===== src/sv/user_segment_limit_unit_macros.svh =====
// ----------------------------------------------------------------------------
// User segment limit unit: assertion macros
// Concurrent checks on clk with synchronous reset rst.
// ----------------------------------------------------------------------------
`ifndef USER_SEGMENT_LIMIT_UNIT_MACROS_SVH
`define USER_SEGMENT_LIMIT_UNIT_MACROS_SVH

// Implication in the same cycle.
`define USL_ASSERT_SAME(name, ante, cons, msg) \
  name: assert property (@(posedge clk) disable iff (rst) (ante) |-> (cons)) \
    else $error(msg);

// Implication in the next cycle.
`define USL_ASSERT_NEXT(name, ante, cons, msg) \
  name: assert property (@(posedge clk) disable iff (rst) (ante) |=> (cons)) \
    else $error(msg);

`endif


===== src/sv/usl_pkg.sv =====
// ----------------------------------------------------------------------------
// User segment limit unit: package
// Widths, opcodes, register indexes and alignment constants.
// ----------------------------------------------------------------------------
`default_nettype none

package usl_pkg;

  localparam int OPCODE_W    = 3;
  localparam int ADDR_W      = 32;
  localparam int CFG_INDEX_W = 2;

  localparam int ALIGN_LOG2 = 12;
  localparam logic [ADDR_W-1:0] ALIGN_UNIT = ADDR_W'(1) << ALIGN_LOG2;
  localparam logic [ADDR_W-1:0] ALIGN_MASK = ALIGN_UNIT - ADDR_W'(1);

  localparam logic [OPCODE_W-1:0] OP_CHECK     = 3'd0;
  localparam logic [OPCODE_W-1:0] OP_GROW_CODE = 3'd1;
  localparam logic [OPCODE_W-1:0] OP_GROW_DATA = 3'd2;
  localparam logic [OPCODE_W-1:0] OP_TRACK     = 3'd3;
  localparam logic [OPCODE_W-1:0] OP_RESET     = 3'd4;

  localparam logic [CFG_INDEX_W-1:0] CFG_PHYS_OFFSET  = 2'd0;
  localparam logic [CFG_INDEX_W-1:0] CFG_POOL_SIZE    = 2'd1;
  localparam logic [CFG_INDEX_W-1:0] CFG_STACK_BOTTOM = 2'd2;

  localparam logic [ADDR_W-1:0] RST_PHYS_OFFSET  = 32'h0040_0000;
  localparam logic [ADDR_W-1:0] RST_POOL_SIZE    = 32'h0040_0000;
  localparam logic [ADDR_W-1:0] RST_STACK_BOTTOM = 32'h003F_0000;

  typedef struct packed {
    logic [OPCODE_W-1:0] opcode;
    logic [ADDR_W-1:0]   address;
    logic [ADDR_W-1:0]   length;
  } req_word_t;

  function automatic logic [ADDR_W-1:0] round_up(input logic [ADDR_W-1:0] v);
    return (v + ALIGN_MASK) & ~ALIGN_MASK;
  endfunction

endpackage

`default_nettype wire


===== src/sv/usl_req_if.sv =====
// ----------------------------------------------------------------------------
// User segment limit unit: request channel
// Valid/ready channel carrying opcode, address and length.
// ----------------------------------------------------------------------------
`default_nettype none

interface usl_req_if;
  import usl_pkg::*;

  logic                valid;
  logic                ready;
  logic [OPCODE_W-1:0] opcode;
  logic [ADDR_W-1:0]   address;
  logic [ADDR_W-1:0]   length;

  modport source (output valid, opcode, address, length, input ready);
  modport sink   (input valid, opcode, address, length, output ready);
endinterface

`default_nettype wire


===== src/sv/usl_rsp_if.sv =====
// ----------------------------------------------------------------------------
// User segment limit unit: result channel
// Valid/ready channel carrying the check result and the state after a step.
// ----------------------------------------------------------------------------
`default_nettype none

interface usl_rsp_if;
  import usl_pkg::*;

  logic              valid;
  logic              ready;
  logic              is_user;
  logic [ADDR_W-1:0] phys_address;
  logic              status;
  logic [ADDR_W-1:0] code_limit_now;
  logic [ADDR_W-1:0] data_limit_now;
  logic [ADDR_W-1:0] region_start_now;
  logic [ADDR_W-1:0] region_size_now;

  modport source (output valid, is_user, phys_address, status, code_limit_now,
                  data_limit_now, region_start_now, region_size_now,
                  input ready);
  modport sink   (input valid, is_user, phys_address, status, code_limit_now,
                  data_limit_now, region_start_now, region_size_now,
                  output ready);
endinterface

`default_nettype wire


===== src/sv/user_segment_limit_unit.sv =====
// ----------------------------------------------------------------------------
// User segment limit unit
// Checks and translates user addresses, grows code and data limits and
// tracks one user region; a reset opcode restores the limits and region.
// ----------------------------------------------------------------------------
// One request word is taken per cycle unless a waiting result holds the input
// register. A word is first captured in the input register; the check, grow,
// track or reset logic then runs in a single pass, the limit and region
// registers are updated and the result word is loaded into the output
// register, from which the result is offered, and each result carries the
// state after its own step. Requests keep being taken while a result waits,
// until both registers are full. Configuration writes take effect at the
// next edge and are meant for when the unit is idle.
`default_nettype none

`include "user_segment_limit_unit_macros.svh"

module user_segment_limit_unit (
  input  wire logic                           clk,
  input  wire logic                           rst,
  input  wire logic                           cfg_we,
  input  wire logic [usl_pkg::CFG_INDEX_W-1:0] cfg_index,
  input  wire logic [usl_pkg::ADDR_W-1:0]      cfg_data,
  usl_req_if.sink                              req,
  usl_rsp_if.source                            rsp
);
  import usl_pkg::*;

  logic [ADDR_W-1:0] phys_offset;
  logic [ADDR_W-1:0] pool_size;
  logic [ADDR_W-1:0] stack_bottom;

  logic [ADDR_W-1:0] code_limit, code_limit_next;
  logic [ADDR_W-1:0] data_limit, data_limit_next;
  logic [ADDR_W-1:0] region_start, region_start_next;
  logic [ADDR_W-1:0] region_size, region_size_next;

  logic      s1_valid;
  req_word_t s1_word;
  logic      advance;

  logic              out_valid;
  logic              out_is_user, is_user_next;
  logic [ADDR_W-1:0] out_phys, phys_next;
  logic              out_status, status_next;

  assign advance   = s1_valid && (!out_valid || rsp.ready);
  assign req.ready = !s1_valid || advance;

  always_ff @(posedge clk) begin
    if (rst) begin
      phys_offset  <= RST_PHYS_OFFSET;
      pool_size    <= RST_POOL_SIZE;
      stack_bottom <= RST_STACK_BOTTOM;
    end else if (cfg_we) begin
      unique case (cfg_index)
        CFG_PHYS_OFFSET:  phys_offset  <= cfg_data;
        CFG_POOL_SIZE:    pool_size    <= cfg_data;
        CFG_STACK_BOTTOM: stack_bottom <= cfg_data;
        default: ;
      endcase
    end
  end

  always_ff @(posedge clk) begin
    if (rst) begin
      s1_valid <= 1'b0;
    end else if (req.ready) begin
      s1_valid <= req.valid;
    end
  end

  always_ff @(posedge clk) begin
    if (req.valid && req.ready) begin
      s1_word <= '{opcode: req.opcode, address: req.address, length: req.length};
    end
  end

  always_comb begin
    logic [ADDR_W-1:0] code_end;
    logic [ADDR_W-1:0] span_end;
    logic [ADDR_W-1:0] a_start;
    logic [ADDR_W-1:0] cur_end;
    logic [ADDR_W-1:0] new_start;
    logic [ADDR_W-1:0] top;

    code_limit_next   = code_limit;
    data_limit_next   = data_limit;
    region_start_next = region_start;
    region_size_next  = region_size;
    is_user_next      = 1'b0;
    phys_next         = '0;
    status_next       = 1'b0;

    code_end  = round_up(s1_word.address);
    span_end  = round_up(s1_word.address + s1_word.length);
    a_start   = s1_word.address & ~ALIGN_MASK;
    cur_end   = region_start + region_size;
    new_start = (a_start < region_start) ? a_start : region_start;
    top       = (span_end > cur_end) ? span_end : cur_end;

    case (s1_word.opcode)
      OP_CHECK: begin
        is_user_next = (s1_word.address < pool_size) &&
                       ((s1_word.address < code_limit) ||
                        (s1_word.address < data_limit) ||
                        (s1_word.address >= stack_bottom));
        phys_next = (s1_word.address == '0) ? '0 : phys_offset + s1_word.address;
      end
      OP_GROW_CODE: begin
        if (code_end == '0) begin
          code_end = ALIGN_UNIT;
        end
        if (code_end > stack_bottom) begin
          status_next = 1'b1;
        end else if (code_end > code_limit) begin
          code_limit_next = code_end;
        end
      end
      OP_GROW_DATA: begin
        if (span_end > stack_bottom) begin
          status_next = 1'b1;
        end else if (span_end > data_limit) begin
          data_limit_next = span_end;
        end
      end
      OP_TRACK: begin
        if (span_end > a_start) begin
          if (region_start == '0 && region_size == '0) begin
            region_start_next = a_start;
            region_size_next  = span_end - a_start;
          end else begin
            region_start_next = new_start;
            region_size_next  = top - new_start;
          end
        end
      end
      OP_RESET: begin
        code_limit_next   = ALIGN_UNIT;
        data_limit_next   = ALIGN_UNIT;
        region_start_next = '0;
        region_size_next  = '0;
      end
      default: ;
    endcase
  end

  always_ff @(posedge clk) begin
    if (rst) begin
      code_limit   <= ALIGN_UNIT;
      data_limit   <= ALIGN_UNIT;
      region_start <= '0;
      region_size  <= '0;
    end else if (advance) begin
      code_limit   <= code_limit_next;
      data_limit   <= data_limit_next;
      region_start <= region_start_next;
      region_size  <= region_size_next;
    end
  end

  always_ff @(posedge clk) begin
    if (rst) begin
      out_valid <= 1'b0;
    end else if (advance) begin
      out_valid <= 1'b1;
    end else if (rsp.ready) begin
      out_valid <= 1'b0;
    end
  end

  always_ff @(posedge clk) begin
    if (advance) begin
      out_is_user <= is_user_next;
      out_phys    <= phys_next;
      out_status  <= status_next;
    end
  end

  // limits and region are only written on advance, so they match the word held
  assign rsp.valid            = out_valid;
  assign rsp.is_user          = out_is_user;
  assign rsp.phys_address     = out_phys;
  assign rsp.status           = out_status;
  assign rsp.code_limit_now   = code_limit;
  assign rsp.data_limit_now   = data_limit;
  assign rsp.region_start_now = region_start;
  assign rsp.region_size_now  = region_size;

  `USL_ASSERT_SAME(a_stall_holds, s1_valid && out_valid && !rsp.ready, !req.ready, "input stage not held while result stalled")
  `USL_ASSERT_NEXT(a_code_monotone, !(advance && s1_word.opcode == OP_RESET), code_limit >= $past(code_limit), "code limit fell without reset opcode")
  `USL_ASSERT_SAME(a_limits_aligned, 1'b1, ((code_limit & ALIGN_MASK) == '0) && ((data_limit & ALIGN_MASK) == '0), "segment limit not aligned")

endmodule

`default_nettype wire

===== src/flat_wrapper.sv =====
// flat-port wrapper written by rule: the top's interface ports become plain ports
module user_segment_limit_unit_flat import usl_pkg::*;
  (clk, rst, cfg_we, cfg_index, cfg_data, req_valid, req_opcode, req_address, req_length, req_ready, rsp_valid, rsp_is_user, rsp_phys_address, rsp_status, rsp_code_limit_now, rsp_data_limit_now, rsp_region_start_now, rsp_region_size_now, rsp_ready);
  usl_req_if req_i ();
  usl_rsp_if rsp_i ();
  input  wire logic clk;
  input  wire logic rst;
  input  wire logic cfg_we;
  input  wire logic [usl_pkg::CFG_INDEX_W-1:0] cfg_index;
  input  wire logic [usl_pkg::ADDR_W-1:0] cfg_data;
  input wire logic [$bits(req_i.valid)-1:0] req_valid;
  input wire logic [$bits(req_i.opcode)-1:0] req_opcode;
  input wire logic [$bits(req_i.address)-1:0] req_address;
  input wire logic [$bits(req_i.length)-1:0] req_length;
  output wire logic [$bits(req_i.ready)-1:0] req_ready;
  output wire logic [$bits(rsp_i.valid)-1:0] rsp_valid;
  output wire logic [$bits(rsp_i.is_user)-1:0] rsp_is_user;
  output wire logic [$bits(rsp_i.phys_address)-1:0] rsp_phys_address;
  output wire logic [$bits(rsp_i.status)-1:0] rsp_status;
  output wire logic [$bits(rsp_i.code_limit_now)-1:0] rsp_code_limit_now;
  output wire logic [$bits(rsp_i.data_limit_now)-1:0] rsp_data_limit_now;
  output wire logic [$bits(rsp_i.region_start_now)-1:0] rsp_region_start_now;
  output wire logic [$bits(rsp_i.region_size_now)-1:0] rsp_region_size_now;
  input wire logic [$bits(rsp_i.ready)-1:0] rsp_ready;
  assign req_i.valid = req_valid;
  assign req_i.opcode = req_opcode;
  assign req_i.address = req_address;
  assign req_i.length = req_length;
  assign req_ready = req_i.ready;
  assign rsp_valid = rsp_i.valid;
  assign rsp_is_user = rsp_i.is_user;
  assign rsp_phys_address = rsp_i.phys_address;
  assign rsp_status = rsp_i.status;
  assign rsp_code_limit_now = rsp_i.code_limit_now;
  assign rsp_data_limit_now = rsp_i.data_limit_now;
  assign rsp_region_start_now = rsp_i.region_start_now;
  assign rsp_region_size_now = rsp_i.region_size_now;
  assign rsp_i.ready = rsp_ready;
  user_segment_limit_unit u_core (.clk(clk), .rst(rst), .cfg_we(cfg_we), .cfg_index(cfg_index), .cfg_data(cfg_data), .req(req_i), .rsp(rsp_i));
endmodule

===== config.mk =====
export PLATFORM = sky130hd
export DESIGN_NAME = user_segment_limit_unit_flat
export DESIGN_NICKNAME = d
export VERILOG_FILES = /design/src/sv/usl_pkg.sv /design/src/sv/usl_req_if.sv /design/src/sv/usl_rsp_if.sv /design/src/sv/user_segment_limit_unit.sv /design/src/flat_wrapper.sv
export VERILOG_INCLUDE_DIRS = /design/src /design/src/sv
export SDC_FILE = /design/constraint.sdc
export NUM_CORES = 1
export LEC_CHECK = 0
export BUFFER_PORTS_ARGS = -buffer_cell sky130_fd_sc_hd__buf_2
export CELL_PAD_IN_SITES_DETAIL_PLACEMENT = 1
export CELL_PAD_IN_SITES_GLOBAL_PLACEMENT = 2
export CORE_ASPECT_RATIO = 1.1
export CORE_MARGIN = 10
export CORE_UTILIZATION = 39
export DETAILED_ROUTE_END_ITERATION = 12
export HOLD_SLACK_MARGIN = 0.12
export PLACE_DENSITY = 0.88
export RECOVER_POWER = 100
export SLEW_MARGIN = 20
export SYNTH_ARGS = -nofsm -noshare
export SYNTH_HDL_FRONTEND = slang
export SYNTH_SLANG_ARGS = --single-unit

===== constraint.sdc =====
create_clock -name clk -period 20.6 [get_ports clk]
set_input_delay 4.12 -clock clk [delete_from_list [all_inputs] [get_ports clk]]
set_output_delay 4.12 -clock clk [all_outputs]
set_load 0.02 [all_outputs]

Word level (Yosys, flattened, before mapping)
Cells that the tools add are included.

Add/sub/neg operators: 7. $lt $le $gt $ge: 11. Eq/ne operators: 11. Multiplexer cells: 21. Bitwise operators: 1. Reductions and logical operators: 27.

Operator list (count): 32-bit 2-to-1 mux (12); 32-bit one-hot mux with 2 select lines (4); 32-bit > comparator (6); 32-bit zero test (4); 32-bit less-than comparator (4); 32-bit adder (3); 32-bit by 12-bit adder with 32-bit output, second input constant (2); 32-bit subtractor (2); 32-bit >= comparator (1); 4-bit AND reduction (2); 2-bit nonzero test (4); 3-bit by 2-bit equality test with 1-bit output, second input constant (2); 2-bit by 1-bit != test with 1-bit output, second input constant (3); 2-bit AND reduction (3); 1-bit logical AND (4); 1-bit logical OR (4); 1-bit 2-to-1 mux (4); 2-bit != test, second input constant (2); 3-bit by 1-bit equality test with 1-bit output, second input constant (1); 3-bit equality test, second input constant (1); 3-bit zero test (1); 3-bit AND reduction (1); 2-bit by 1-bit equality test with 1-bit output, second input constant (1); 2-bit equality test, second input constant (1); other kinds (5) (6).

Flip-flop bits (word level): 327. Bits of input ports: 106. Output and inout bits: 164. Logic and storage cells: 93.

Longest topological paths before layout
Gate-level depths: netlist of the first run.

Depth in word-level cells: 8. Gate-level depth with buffers: 36. Depth with buffers taken out: 35.

Worst setup path after synthesis of the first run
OpenSTA, ideal clock, no wires.

Path type: in2out. From: input rsp_ready. To: output req_ready. Arrival: 4472 ps. Data required time: 16480 ps. Path slack: 12008 ps. Cell stages on the path: 2. Cell sequence: nor2b_1 nand2_1.

Cells in the longest elaborated chain, start to end: 3.

RTL lines: from (decl) (line flat_wrapper.sv:24) `input wire logic [$bits(rsp_i.ready)-1:0] rsp_ready;`; 1-bit logical OR (line user_segment_limit_unit.sv:47) `assign advance = s1_valid && (!out_valid || rsp.ready);`; 1-bit logical AND (line user_segment_limit_unit.sv:47); 1-bit logical OR (line user_segment_limit_unit.sv:48) `assign req.ready = !s1_valid || advance;`; to (decl) (line flat_wrapper.sv:15) `output wire logic [$bits(req_i.ready)-1:0] req_ready;`.

No other way between the ends.

Final worst setup path of the first run
From: register u_core.s1_word[37] (netlist name). To: register u_core.region_size[28], in the netlist u_core.rsp.region_size_now[28].

Cells in the longest elaborated chain, start to end: 8. Elaborated cells on any way between the ends: 12. Classes of those cells: add/sub: 4; order compare: 2; eq/ne: 1; mux: 4; reduce/logical: 1.

RTL lines: from (decl) (line user_segment_limit_unit.sv:39) `req_word_t s1_word;`; from (signal assigned) (line user_segment_limit_unit.sv:75) `s1_word <= '{opcode: req.opcode, address: req.address, length: req.length};`; 32-bit adder * (line user_segment_limit_unit.sv:96) `span_end = round_up(s1_word.address + s1_word.length);`; 32-bit by 12-bit adder with 32-bit output * (line usl_pkg.sv:38) `return (v + ALIGN_MASK) & ~ALIGN_MASK;`; 32-bit > comparator (line user_segment_limit_unit.sv:100) `top = (span_end > cur_end) ? span_end : cur_end;`; 32-bit 2-to-1 mux (line user_segment_limit_unit.sv:100); 32-bit subtractor (line user_segment_limit_unit.sv:134) `region_size_next = top - new_start;`; 32-bit 2-to-1 mux (line user_segment_limit_unit.sv:129) `if (region_start == '0 && region_size == '0) begin`; 32-bit 2-to-1 mux (line user_segment_limit_unit.sv:128) `if (span_end > a_start) begin`; 32-bit one-hot mux with 2 select lines (line user_segment_limit_unit.sv:102) `case (s1_word.opcode)`; to (signal assigned) (line user_segment_limit_unit.sv:158) `region_size <= region_size_next;`; to (decl) (line user_segment_limit_unit.sv:36) `logic [ADDR_W-1:0] region_size, region_size_next;`.

Mark *: on every way between the ends. The rest lies on a longest branch, timed or not. The select of a mux whose other input is x is not followed. A chain may end at the register's enable or synchronous reset.

==> results of run 1 <==
[area by class of cell]
| class | instances | area (sq um) |
|---|---|---|
| Multi-Input combinational cell | 2174 | 15400 |
| Sequential cell | 303 | 7080 |
| Clock buffer | 46 | 1040 |
| Antenna cell | 1 | 2.50 |
| Tap cell | 816 | 1020 |
| Fill cell | 7250 | 33000 |
| Timing Repair Buffer | 301 | 1420 |
| Clock inverter | 22 | 233 |
| Inverter | 247 | 927 |
[per-stage QoR]
| stage | std cells | instance area, sq um |
|---|---|---|
| after floorplan | 2828 | 23900 |
| after global placement | 3839 | 26100 |
| after detailed placement | 3839 | 26100 |
| after CTS | 3907 | 27400 |
| after global routing | 3910 | 27100 |
| final | 3910 | 27100 |
[metal layers]
| metal | GRT usage [%] | wire length [microns] |
|---|---|---|
| met1 | 28.3 | 37800 |
| met2 | 44.3 | 44200 |
| met3 | 4.15 | 4030 |
| met4 | 11.1 | 4340 |
| met5 | 0 | 13 |
[sequential cells by signal (all words and copies together) (netlist names)]
register                     cells
u_core.rsp.is_user               1
u_core.rsp.region_start_now     32
u_core.rsp.region_size_now      32
u_core.s1_word                  67
u_core.rsp.data_limit_now       20
u_core.stack_bottom             32
u_core.pool_size                32
u_core.rsp.phys_address         32
u_core.s1_valid                  1
u_core.phys_offset              32
u_core.rsp.valid                 1
u_core.rsp.status                1
u_core.rsp.code_limit_now       20
[tightest hold or removal path: cells and delay by family, from the launching register on]
kind | cells | cell delay, ns
AOI/OAI and AO/OA | 1 | 0.05
DFF | 1 | 0.31
and+or+nand+nor | 1 | 0.05
[worst min path at each step]
stage	startpoint	cells past startpoint	slack (ns)	to
final	u_core.pool_size[11]	2	0.45	u_core.pool_size[11]
after global routing	u_core.pool_size[6]	2	0.48	u_core.pool_size[6]
after CTS	u_core.pool_size[11]	2	0.46	u_core.pool_size[11]
after detailed placement	u_core.pool_size[11]	2	0.45	u_core.pool_size[11]
after global placement	u_core.pool_size[3]	2	0.44	u_core.pool_size[3]
after floorplan	u_core.pool_size[10]	2	0.44	u_core.pool_size[10]
[cells in the final DEF, fill, tap and decap left out, types with 15 or more instances in the layout]
cell type and instances:
nand4_1 47, buf_2 88, nand2_1 332, a211oi_1 25, xor2_1 48, inv_1 247, nand2b_1 31, dfxtp_1 202
nand3_1 38, a21oi_1 277, o211ai_1 18, nor2b_1 31, nand3b_1 24, o21ai_1 17, conb_1 24, nor4_1 34
o21ai_0 117, o21a_1 15, a211o_1 18, a22oi_1 21, a21o_1 131, and2_1 17, o21bai_1 17, ha_1 394
buf_4 45, clkbuf_16 38, a22o_1 40, xnor2_1 89, nor2_1 152, edfxtp_1 101, nor3_1 34, clkbuf_1 169
[power groups by stage]
stage                     registers, uW  logic [uW]  clock network [uW]
final                               657         849                 677
after global routing                659         940                 716
after CTS                           656         854                 694
after detailed placement            669         847                   0
after global placement              668         818                   0
after floorplan                     676         579                   0
[cell families after synthesis]
| logic type | synth area share (%) |
|---|---|
| muxes | 0.342 |
| xor gates and xnor gates | 5.04 |
| AOI/OAI and AO/OA | 22.0 |
| DFF | 29.7 |
| and+or+nand+nor | 15.9 |
| adders and majority gates | 21.0 |
| other | 0.0158 |
| buffers and inverters | 5.94 |
==> qor.yml, run 1 <==
end_kind: "register"
vias_per_cell: 5.64
synth_edf_count: 101
dr.pass1.iters: 5
yosys_warnings: 0
path_max_fanout: 46
start_util_pct: 39.6
area_growth_pct: 13.9
cts_tree: "done"
violations: "capacitance limit, slew limit"
yosysTopAreaCell: "ha_1"
crit_family: "compound AO/OA/AOI/OAI gates"
status: "finished, violations left"
crit_path_start_kind: "register"
fin_skew_ns: 0.0325
cts_buffer_depth: 3
hold_ws_ns: 0.454
pwr-share-seq_pct: 30.1
grt_pass1_wl_microns: 140000
cts_resized: 0
rows: 94
dp_slack_ns: 11.76
core_area_sq_um: 60100
numCtsBuffers: 37
cts_hold_buf: 0
syn-cell-area_sq_um: 23800
critical_path.startpoint: "u_core.s1_word[37]"
maxSlewViolCount: 400
synth_commonest_cells: "394 x ha_1, 332 x nand2_1, 276 x a21oi_1, 247 x inv_1, 202 x dfxtp_1"
grt_use_total_pct: 24.7
synth_most_common_cell: "ha_1"
switchingPower_uw: 833
post-route-min-period_ns: 10.87
layout_setup_ws_ns: 9.73
io_pins: 270
path_buf_inv: 7
post-dp-hpwl_microns: 72900
rsz0062_at_grt: "false"
grt_start_max_net_pins: 108
r2r_setup_slack_ns: 9.73
synth_area_per_cell_sq_um: 8.49
powerDensity_nw_per_um2: 80.5
setup_violations: 0
netlist.area_leader.share_pct: 20.7
worstSetupEndpoint: "u_core.rsp.region_size_now[28]"
portBuffers: 245
first_global_vias: 24100
maxSlewHeadroom_pct: -203
p_total_uw: 2180
cp_slowest_stage_delay_ns: 1.39
grt-ovfl-total: 0
ys_ff_latch: 303
r2r_cells: 36
r2r-end: "u_core.rsp.region_size_now[28]"
combPwrFrac_pct: 38.9
cp_slowest_cell: "clkbuf_1"
async_flop_share_pct: 0
worstSetupPathType: "register to register"
detail_route.wl_per_cell_microns: 23.1
nets: 3568
vias: 22000
p_leak_uw: 0.0115
drtIter0Drc: 903
antenna_found_initial: 2
layout-drive-gt1-share_pct: 7.02
p_sw_share_pct: 38.2
ys_seq_area_share_pct: 29.7
fin_util_pct: 45.1
die_w_microns: 256
cts.clk_slew.worst_paths_ns: 0.06
root_buffer: "clkbuf_16"
synthTopCellsByArea: "ha_1 21%, dfxtp_1 17%, edfxtp_1 13%"
totalWireLength_microns: 90300
hold_viol: 0
finalCritPeriodShare_pct: 52.8
postCtsSetupBuffers: 0
die-area_sq_um: 71300
peakVddDrop_v: 0.0000572
holdCritPathClass: "register to register"
ys.flop_type: "dfxtp_1"
cp.depth: 36
max_freq_mhz: 92.0
drc: 0
netlist_instances: 2805
die_y_microns: 279
clock_latency_ns: 0.60
crit_arrival_ns: 11.23
worst_slew_pin_slew_ns: 4.54
tns_ns: 0
antenna_left: 0
critPathRequiredTime_ns: 20.95
yosysUniqueCellTypes: 84
r2r_start: "u_core.s1_word[37]"
place_congestion: 0.934
p_int_uw: 1350
maxCapViolations: 9
cts.sinks: 303
pwr-share-clk_pct: 31.0
h-tree-depth: 2
Note: power is estimated with default switching activity, not from simulation.
==> run 2: changes to the inputs <==
CORE_UTILIZATION = 37   (was 39)
PLACE_DENSITY = 0.85   (was 0.88)
clock period = 10.88 ns   (was 20.6 ns; I/O delays follow)
==> run 2 against run 1 <==
  * The flow still finishes with violations (capacitance limit, slew limit)
  * Clock skew shrank 0.011 ns
  * Largest cell class unchanged
  * Non-clock buffer count fell by 8
  * Die area is 5.0% higher
  * Critical path type unchanged
  * Global-route usage fell by 0.49 points
  * Wire length up 2.5%
  * Register-to-register slack worse by 8.4 ns
  * Clock-buffer cell count fell by 1
  * Critical path depth decreased by 4
==> qor.yml, run 2 (synthesis results as in run 1) <==
crit_top_cell: "ha_1"
cts_buffer_depth: 3
totalWireLength_microns: 92600
antenna_found_initial: 5
antenna_left: 0
numCtsBuffers: 38
nets: 3561
clock_latency_ns: 0.57
path_max_fanout: 38
hold_depth: 2
cts_tree: "done"
worstSetupPathType: "register to register"
cp_slowest_stage_delay_ns: 0.75
maxCapViolations: 7
maxSlewViolCount: 361
rsz0062_at_grt: "false"
root_buffer: "clkbuf_16"
status: "finished, violations left"
crit_arrival_ns: 10.00
drtIter0Drc: 1154
largest_reg_flops: 67
critPathRequiredTime_ns: 11.30
min_to: "u_core.stack_bottom[15]"
dp_slack_ns: 1.82
layout_setup_ws_ns: 1.31
crit_path_start_kind: "register"
grt_pass1_wl_microns: 141000
max_freq_mhz: 104
regMostFlops: "u_core.s1_word"
die_y_microns: 286
grt_use_total_pct: 24.2
layout-drive-gt1-share_pct: 6.84
cts_resized: 0
vias_per_cell: 5.64
area_growth_pct: 13.8
die_w_microns: 262
portBuffers: 245
violations: "capacitance limit, slew limit"
r2r_start: "u_core.s1_word[46]"
die-area_sq_um: 74900
mostFrequentLayoutCell: "ha_1"
finalCritPeriodShare_pct: 88.0
first_global_vias: 23800
hold_viol: 0
r2r_cells: 32
io_pins: 270
h-tree-depth: 2
vias: 22200
postCtsSetupBuffers: 0
drc: 0
detail_route.wl_per_cell_microns: 23.6
setup_violations: 0
end_kind: "register"
r2r-end: "u_core.rsp.region_size_now[31]"
rows: 97
maxSlewHeadroom_pct: -189
r2r_setup_slack_ns: 1.31
p_leak_uw: 0.0115
post-dp-hpwl_microns: 73900
min-delay-start: "u_core.stack_bottom[15]"
core_area_sq_um: 63700
cts_hold_buf: 0
peakVddDrop_v: 0.000109
place_congestion: 0.945
holdCritPathClass: "register to register"
dr.pass1.iters: 5
layout_common_cells: "394 x ha_1, 332 x nand2_1, 276 x a21oi_1"
grt-ovfl-total: 0
fin_skew_ns: 0.0216
fill_cells: 7682
worst_slew_pin_slew_ns: 4.34
tns_ns: 0
powerDensity_nw_per_um2: 155
post-route-min-period_ns: 9.57
cts.sinks: 303
cp_slowest_cell: "edfxtp_1"
grt_start_max_net_pins: 100
cts.clk_slew.worst_paths_ns: 0.06
start_util_pct: 37.4
## run 2: critical path: cells and delay by family, from the launching register on
| family | cells | cell delay [ns] |
|---|---|---|
| compound gates | 13 | 3.45 |
| simple gates | 10 | 2.42 |
| fa+ha+maj | 4 | 1.48 |
| flops | 1 | 0.75 |
| xor+xnor | 3 | 0.72 |
| buf+inv | 2 | 0.60 |
## run 2: final cells by class
cell class,count,area [sq um],area share (%)
tap,841,1050,3.88
clock inverter,25,274,1.01
inverter,247,927,3.42
multi-input combinational,2174,15400,56.8
clock buffer,45,997,3.68
sequential,303,7080,26.1
antenna,1,2.50,0.00923
timing repair buffer,293,1370,5.05
## run 2: worst max-delay path by stage
stage          slack, ns  cells past startpoint                from                             end
5_1_grt             0.84                     32  u_core.s1_word[45]  u_core.rsp.region_size_now[29]
4_1_cts             1.79                     31  u_core.s1_word[46]  u_core.rsp.region_size_now[28]
3_5_place_dp        1.82                     31  u_core.s1_word[46]  u_core.rsp.region_size_now[28]
3_3_place_gp        2.07                     31  u_core.s1_word[46]  u_core.rsp.region_size_now[30]
6_report            1.31                     32  u_core.s1_word[46]  u_core.rsp.region_size_now[31]
2_1_floorplan       3.65                     33  u_core.s1_word[37]  u_core.rsp.region_size_now[29]
## run 2: metal layers
metal	vias up	GRT usage, %	wire length, microns
met5	-	0	36
met4	8	9.12	3680
met3	165	3.86	4620
met2	505	42.4	45200
met1	10900	29.0	39000
li1	10600	-	-
## run 2: metrics by stage
step | hold WS (ns) | total power [uW] | instance area (sq um) | std cells | utilization [%]
global placement | 0.442 | 2820 | 26100 | 3857 | 40.9
finish | 0.455 | 4190 | 27100 | 3929 | 42.5
CTS | 0.458 | 4220 | 27400 | 3928 | 42.9
global route | 0.473 | 4440 | 27100 | 3928 | 42.5
detailed placement | 0.450 | 2870 | 26100 | 3858 | 41.0
floorplan | 0.436 | 2380 | 23900 | 2828 | -
## run 2: where the power goes
| part | switching [uW] | internal [uW] | leakage, uW |
|---|---|---|---|
| logic | 999 | 616 | 0.00826 |
| clock network | 548 | 779 | 0.000621 |
| registers | 38.3 | 1210 | 0.00260 |
